$ cat config.mk
export PLATFORM = sky130hd
export DESIGN_NAME = posting_ref_stream_parser_unit
export DESIGN_NICKNAME = d
export VERILOG_FILES = /design/src/rtl/pstp_pkg.sv /design/src/rtl/pstp_parser.sv /design/src/rtl/pstp_out_reg.sv /design/src/rtl/posting_ref_stream_parser_unit.sv
export SDC_FILE = /design/constraint.sdc
export NUM_CORES = 1
export LEC_CHECK = 0
export ABC_CLOCK_PERIOD_IN_PS = 4500
export BUFFER_PORTS_ARGS = -buffer_cell sky130_fd_sc_hd__buf_2
export CORE_MARGIN = 4
export CORE_UTILIZATION = 40
export DETAILED_ROUTE_END_ITERATION = 7
export SETUP_SLACK_MARGIN = 0.4
export SLEW_MARGIN = 20
export SYNTH_ARGS = -nofsm -noshare
export SYNTH_HDL_FRONTEND = slang
export SYNTH_SLANG_ARGS = --single-unit
$ cat constraint.sdc
create_clock -name clk_i -period 4.5 [get_ports clk_i]
set_input_delay 0.45 -clock clk_i [delete_from_list [all_inputs] [get_ports clk_i]]
set_output_delay 0.45 -clock clk_i [all_outputs]
set_load 0.01 [all_outputs]
$ cat src/rtl/pstp_pkg.sv
`default_nettype none

package pstp_pkg;

  localparam int unsigned ByteW   = 8;
  localparam int unsigned DocIdW  = 32;
  localparam int unsigned WordW   = 24;
  localparam int unsigned PosW    = 22;
  localparam int unsigned IdxW    = 2;
  localparam int unsigned CfgIdxW = 3;
  localparam int unsigned CfgW    = 22;

  // Register map of the configuration port
  localparam logic [CfgIdxW-1:0] RegFormsPresent   = 3'd0;
  localparam logic [CfgIdxW-1:0] RegFormMatchEn    = 3'd1;
  localparam logic [CfgIdxW-1:0] RegFormValue      = 3'd2;
  localparam logic [CfgIdxW-1:0] RegTitlesOnly     = 3'd3;
  localparam logic [CfgIdxW-1:0] RegTitleLimit     = 3'd4;

  // Bit of a position word that flags the document's last word
  localparam int unsigned LastBit = 23;

  typedef struct packed {
    logic            forms_present;
    logic            form_match_enable;
    logic [ByteW-1:0] form_value;
    logic            titles_only;
    logic [PosW-1:0] title_limit;
  } cfg_t;

  typedef struct packed {
    logic [DocIdW-1:0] doc_id;
    logic [PosW-1:0]   position;
    logic [ByteW-1:0]  form_code;
    logic              doc_last;
  } ref_t;

  // Drop bit 14 of the raw word and close the gap
  function automatic logic [PosW-1:0] word_position(input logic [WordW-1:0] w);
    return {w[22:15], w[13:0]};
  endfunction

endpackage

`default_nettype wire

$ cat src/rtl/pstp_parser.sv
`default_nettype none

module pstp_parser (
  input  wire logic                        clk_i,
  input  wire logic                        rst_ni,
  input  wire logic                        step_i,
  input  wire logic [pstp_pkg::ByteW-1:0]  byte_i,
  input  wire pstp_pkg::cfg_t              cfg_i,
  output logic                             emit_o,
  output pstp_pkg::ref_t                   ref_o
);

  typedef enum logic [1:0] {
    PhId   = 2'd0,
    PhWord = 2'd1,
    PhForm = 2'd2
  } phase_e;

  phase_e                          phase_q, phase_d;
  logic [pstp_pkg::IdxW-1:0]       idx_q, idx_d;
  logic [pstp_pkg::DocIdW-1:0]     doc_q, doc_d;
  logic [pstp_pkg::WordW-1:0]      word_q, word_d;

  logic                            done;
  logic [pstp_pkg::WordW-1:0]      word_cur;
  logic [pstp_pkg::ByteW-1:0]      form_cur;
  logic [pstp_pkg::PosW-1:0]       pos;
  logic                            last;
  logic                            keep;

  always_comb begin
    phase_d  = phase_q;
    idx_d    = idx_q;
    doc_d    = doc_q;
    word_d   = word_q;
    done     = 1'b0;
    word_cur = word_q;
    form_cur = '0;
    unique case (phase_q)
      PhWord: begin
        unique case (idx_q)
          2'd0:    word_d[7:0]   = byte_i;
          2'd1:    word_d[15:8]  = byte_i;
          default: word_d[23:16] = byte_i;
        endcase
        word_cur = word_d;
        if (idx_q >= 2'd2) begin
          idx_d = '0;
          if (cfg_i.forms_present) begin
            phase_d = PhForm;
          end else begin
            done = 1'b1;
          end
        end else begin
          idx_d = idx_q + 2'd1;
        end
      end
      PhForm: begin
        form_cur = byte_i;
        done     = 1'b1;
      end
      default: begin
        // document id bytes, least significant first; unused code acts the same
        doc_d[{idx_q, 3'b000} +: 8] = byte_i;
        if (idx_q == 2'd3) begin
          idx_d   = '0;
          phase_d = PhWord;
        end else begin
          idx_d   = idx_q + 2'd1;
          phase_d = PhId;
        end
      end
    endcase

    pos  = pstp_pkg::word_position(word_cur);
    last = word_cur[pstp_pkg::LastBit];
    keep = !(cfg_i.form_match_enable && (form_cur != cfg_i.form_value));
    if (cfg_i.titles_only) begin
      if (pos > cfg_i.title_limit) keep = 1'b0;
    end else begin
      if (pos <= cfg_i.title_limit) keep = 1'b0;
    end

    if (done) begin
      idx_d   = '0;
      phase_d = last ? PhId : PhWord;
    end
  end

  assign emit_o          = step_i && done && keep;
  assign ref_o.doc_id    = doc_q;
  assign ref_o.position  = pos;
  assign ref_o.form_code = form_cur;
  assign ref_o.doc_last  = last;

  always_ff @(posedge clk_i or negedge rst_ni) begin
    if (!rst_ni) begin
      phase_q <= PhId;
      idx_q   <= '0;
      doc_q   <= '0;
      word_q  <= '0;
    end else if (step_i) begin
      phase_q <= phase_d;
      idx_q   <= idx_d;
      doc_q   <= doc_d;
      word_q  <= word_d;
    end
  end

endmodule

`default_nettype wire

$ cat src/rtl/pstp_out_reg.sv
`default_nettype none

module pstp_out_reg (
  input  wire logic           clk_i,
  input  wire logic           rst_ni,
  input  wire logic           load_i,
  input  wire pstp_pkg::ref_t data_i,
  input  wire logic           stall_i,
  output logic                ready_o,
  output logic                valid_o,
  output pstp_pkg::ref_t      data_o
);

  logic           valid_q;
  pstp_pkg::ref_t data_q;

  // free when empty or when the held word leaves this cycle
  assign ready_o = !valid_q || !stall_i;
  assign valid_o = valid_q;
  assign data_o  = data_q;

  always_ff @(posedge clk_i or negedge rst_ni) begin
    if (!rst_ni) begin
      valid_q <= 1'b0;
    end else if (ready_o) begin
      valid_q <= load_i;
    end
  end

  always_ff @(posedge clk_i) begin
    if (ready_o && load_i) begin
      data_q <= data_i;
    end
  end

endmodule

`default_nettype wire

$ cat src/rtl/posting_ref_stream_parser_unit.sv
`default_nettype none

// Posting-list reference parser. Bytes of a posting list enter on the in_*
// channel: per document a 4-byte id (least significant byte first), then
// 3-byte position words, each optionally followed by a form byte
// (forms_present). Bit 23 of a position word closes the document; bit 14 is
// dropped to form the 22-bit position. Each completed word that passes the
// form filter and the title-limit filter leaves on the out_* channel with its
// document id, position, form code and last-word flag. One byte is taken every
// cycle while the output side is not stalled. A byte is held in the input
// register until it steps the parser; when it completes a word that passes
// the filters, its reference is loaded into the output register. The
// result is then visible on out_* and leaves when out_stall_i is low. While
// a result waits on a stalled output, one further byte is still taken into
// the input register. The user must write configuration registers through
// cfg_we_i / cfg_index_i / cfg_data_i only while the block is idle; the block
// does not enforce this. Indexes beyond the register map are ignored.

module posting_ref_stream_parser_unit (
  input  wire logic                         clk_i,
  input  wire logic                         rst_ni,

  input  wire logic                         cfg_we_i,
  input  wire logic [pstp_pkg::CfgIdxW-1:0] cfg_index_i,
  input  wire logic [pstp_pkg::CfgW-1:0]    cfg_data_i,

  input  wire logic                         in_valid_i,
  output logic                              in_stall_o,
  input  wire logic [pstp_pkg::ByteW-1:0]   in_byte_i,

  output logic                              out_valid_o,
  input  wire logic                         out_stall_i,
  output logic [pstp_pkg::DocIdW-1:0]       doc_id_o,
  output logic [pstp_pkg::PosW-1:0]         position_o,
  output logic [pstp_pkg::ByteW-1:0]        form_code_o,
  output logic                              doc_last_o
);

  pstp_pkg::cfg_t                cfg_q;
  logic                          in_valid_q;
  logic [pstp_pkg::ByteW-1:0]    in_byte_q;
  logic                          in_accept;
  logic                          step;
  logic                          out_ready;
  logic                          emit;
  pstp_pkg::ref_t                ref_new;
  pstp_pkg::ref_t                ref_out;

  // Configuration registers
  always_ff @(posedge clk_i or negedge rst_ni) begin
    if (!rst_ni) begin
      cfg_q <= '0;
    end else if (cfg_we_i) begin
      unique case (cfg_index_i)
        pstp_pkg::RegFormsPresent: cfg_q.forms_present     <= cfg_data_i[0];
        pstp_pkg::RegFormMatchEn:  cfg_q.form_match_enable <= cfg_data_i[0];
        pstp_pkg::RegFormValue:    cfg_q.form_value        <= cfg_data_i[7:0];
        pstp_pkg::RegTitlesOnly:   cfg_q.titles_only       <= cfg_data_i[0];
        pstp_pkg::RegTitleLimit:   cfg_q.title_limit       <= cfg_data_i;
        default: ;
      endcase
    end
  end

  // Input register: advance the held byte into the parser when the output
  // register can take whatever it produces
  assign step       = in_valid_q && out_ready;
  assign in_stall_o = in_valid_q && !out_ready;
  assign in_accept  = in_valid_i && !in_stall_o;

  always_ff @(posedge clk_i or negedge rst_ni) begin
    if (!rst_ni) begin
      in_valid_q <= 1'b0;
    end else if (in_accept) begin
      in_valid_q <= 1'b1;
    end else if (step) begin
      in_valid_q <= 1'b0;
    end
  end

  always_ff @(posedge clk_i) begin
    if (in_accept) begin
      in_byte_q <= in_byte_i;
    end
  end

  pstp_parser u_parser (
    .clk_i  (clk_i),
    .rst_ni (rst_ni),
    .step_i (step),
    .byte_i (in_byte_q),
    .cfg_i  (cfg_q),
    .emit_o (emit),
    .ref_o  (ref_new)
  );

  pstp_out_reg u_out (
    .clk_i   (clk_i),
    .rst_ni  (rst_ni),
    .load_i  (emit),
    .data_i  (ref_new),
    .stall_i (out_stall_i),
    .ready_o (out_ready),
    .valid_o (out_valid_o),
    .data_o  (ref_out)
  );

  assign doc_id_o    = ref_out.doc_id;
  assign position_o  = ref_out.position;
  assign form_code_o = ref_out.form_code;
  assign doc_last_o  = ref_out.doc_last;

endmodule

`default_nettype wire
==> run summary <==
outcome: completed
asr flop ratio synth: 0.5697
fmax: 258.2 MHz
area delta synth->final: 19.37%
worst-skew pair later-pin latency: 0.42 ns
Avg Cell Area, Syn: 11.76 um2
synthesized flop and latch total: 165
Worst Path Max Fanout: 33
H-tree Lvls: 4
final setup fails: 0
arrival time worst endpoint: 3.98 ns
Post-synth EDFFs: 71
global-route wire length before repair: 26.00 mm
crit share post-route: 0.8605
WL/cell: 16.84 um
PD cells: 603.2 nW/um2
Max rail drop VDD: 0.3106 mV
layout cells sized above 1: 0.2594
clock sink count: 165
leading area contributor after synthesis: dfrtp_1
Post-DRT Antenna Nets: 0
Pre-antenna DRT Iters: 6
critical path type: reg2reg
CTS tree: built
core area: 17300 um2
DR iter-0 viols: 249
pins over their slew limit: 0
routed wire length: 15.93 mm
clock skew: 0.01102 ns
post-synthesis cell count: 601
Synth Cell Area: 7068 um2
DRC Markers: 0
actual slew at the worst max-slew pin: 0.7591 ns
port bufs: 102
RePlAce Congestion: 0.8246
min cycle time layout: 3.872 ns
Synth area leaders: dfrtp_1, edfxtp_1, nand2_1, ha_1, mux2_2
# hold bufs at CTS: 0
Yosys cell types: 52
setup slack at placement: 0.2749 ns
setup TNS: 0 ns
CP startpoint kind: flop
number of global-route vias before repair: 4771
pin count of the biggest net entering global routing: 58
clk slew on worst S/H paths: 0.06 ns
Max-Cap Viols: 0
final worst slack: 0.6277 ns
syn_nets: 671
Main synth FF type: dfrtp_1
Slew headroom: 0.4939
most common cell in the netlist: nand2_1
via count: 4711
die area: 19860 um2
register area share after synthesis: 0.6344
number of CTS-inserted buffers: 17
CTS root buffer: clkbuf_16
Starting Density: 0.4086
fillers: 1617
YS warnings: 0
CTS max path bufs: 2
top cell type's share of synthesized area: 0.3328
DIE HEIGHT: 140.9 um
initial antenna violation count: 0
nets@finish: 778
row cnt: 48
gr usage total: 0.1692
DP HPWL: 10.81 mm
CP required: 4.61 ns
Congestion Overflow GR: 0
vias per std cell: 4.980
Ports: 103
final hold vios: 0
unrepaired setup endpoints after global routing: no
Leakage: 3.745 nW
worst hold path type: in2async
commonest cells in the synthesized netlist: nand2_1, dfrtp_1, edfxtp_1
antenna fix cells: 0
CP Capture Type: flop
die width: 140.9 um
flip-flops by register name, indices dropped and copies added, names as in the netlist:
register and flops:
u_parser.doc_q 32, in_byte_q 8, u_parser.word_q 23, u_out.valid_o 1, in_valid_q 1, cfg_q 33, u_parser.phase_q 2, u_parser.idx_q 2
u_out.data_o 63
through the flow:
| step | hold WS [ns] | power [mW] | instance area (um2) | instances | utilization |
|---|---|---|---|---|---|
| after floorplan | 0.1544 | 3.221 | 7071 | 601 | - |
| after global placement | 0.4367 | 3.574 | 7802 | 912 | 0.4511 |
| after detailed placement | 0.4398 | 3.628 | 7804 | 912 | 0.4512 |
| after CTS | 0.1386 | 5.109 | 8419 | 946 | 0.4868 |
| after global routing | 0.1593 | 5.425 | 8437 | 946 | 0.4878 |
| final | 0.1064 | 5.089 | 8437 | 946 | 0.4878 |
timing repair:
| action | CTS | global route |
|---|---|---|
| setup buffers | 2 | 0 |
| endpoints found under the hold margin | 0 | 0 |
| pin swaps | 1 | 0 |
| endpoints found under the setup margin | 63 | 63 |
| resized for setup | 1 | 6 |
cells in the final DEF, fill, tap and decap left out, drive strengths merged, types with 6 or more instances in the layout:
master / netlist / layout
nand3: 7 / 7
clkinv: 0 / 7
o21ai: 56 / 56
mux2: 35 / 35
and2: 11 / 11
dfrtp: 94 / 94
a21oi: 13 / 13
inv: 30 / 30
ha: 32 / 32
edfxtp: 71 / 71
buf: 10 / 111
nor2: 14 / 14
nand2: 162 / 162
nor3: 6 / 6
a22o: 7 / 7
clkbuf: 13 / 21
power breakdown:
| group | internal, mW | switching [mW] | leakage (nW) | total, mW |
|---|---|---|---|---|
| clock | 0.880 | 0.567 | 0.286 | 1.45 |
| sequential | 1.97 | 0.188 | 1.87 | 2.16 |
| combinational | 0.636 | 0.846 | 1.59 | 1.48 |
| total | 3.49 | 1.60 | 3.74 | 5.09 |
worst paths after layout:
check,depth (start not counted),startpoint,end,slack (ns)
worst min register to register,0,u_parser.doc_q[25],u_out.data_o[56],0.45
min in group clk_i,1,in_byte_i[4],in_byte_q[4],0.21
max in group asynchronous,2,rst_ni,u_parser.doc_q[4],3.35
worst max register to register,12,u_parser.idx_q[0],u_out.data_o[29],0.63
worst min-delay path,1,rst_ni,cfg_q[17],0.11
worst max-delay path,12,u_parser.idx_q[0],u_out.data_o[29],0.63
worst max-delay path, cell delays in order (launching register included):
cell and delay, ns:
dfrtp_2 0.46, inv_1 0.17, ha_1 0.36, nor3_4 0.26
buf_12 0.16, mux2_2 0.36, ha_1 0.32, nand4_1 0.12
nor3_1 0.28, mux2_2 0.41, nand4bb_1 0.24, nand2_2 0.16
buf_12 0.24
area by class of cell:
type / count / area (um2) / area share
flip-flops and latches: 165 / 4486 / 0.5317
repair buffers: 111 / 613.1 / 0.07267
clock buffers: 21 / 450.4 / 0.05339
multi-input cells: 383 / 2360 / 0.2797
inverters: 30 / 112.6 / 0.01335
clock inverters: 11 / 133.9 / 0.01587
well taps: 225 / 281.5 / 0.03337
kinds of logic (layout without fill, tap and decap cells):
kind of cell    count (synthesis)  after routing  synth area share
flops                         165            165            0.6344
simple gates                  217            217            0.1349
compound gates                 92             92           0.07648
mux                            37             37           0.05913
buf+inv                        53            173           0.03222
fa+ha+maj                      32             32           0.05665
xor+xnor                        5              5          0.006197
routing by layer:
| layer | global-route usage | up-vias | share of wire |
|---|---|---|---|
| met4 | 0.04793 | 0 | 0.012 |
| met1 | 0.2307 | 2274 | 0.46 |
| met3 | 0.03901 | 16 | 0.055 |
| met5 | 0 | - | 0 |
| li1 | - | 2286 | - |
| met2 | 0.2729 | 135 | 0.48 |
(Power assumes the default switching activity.)
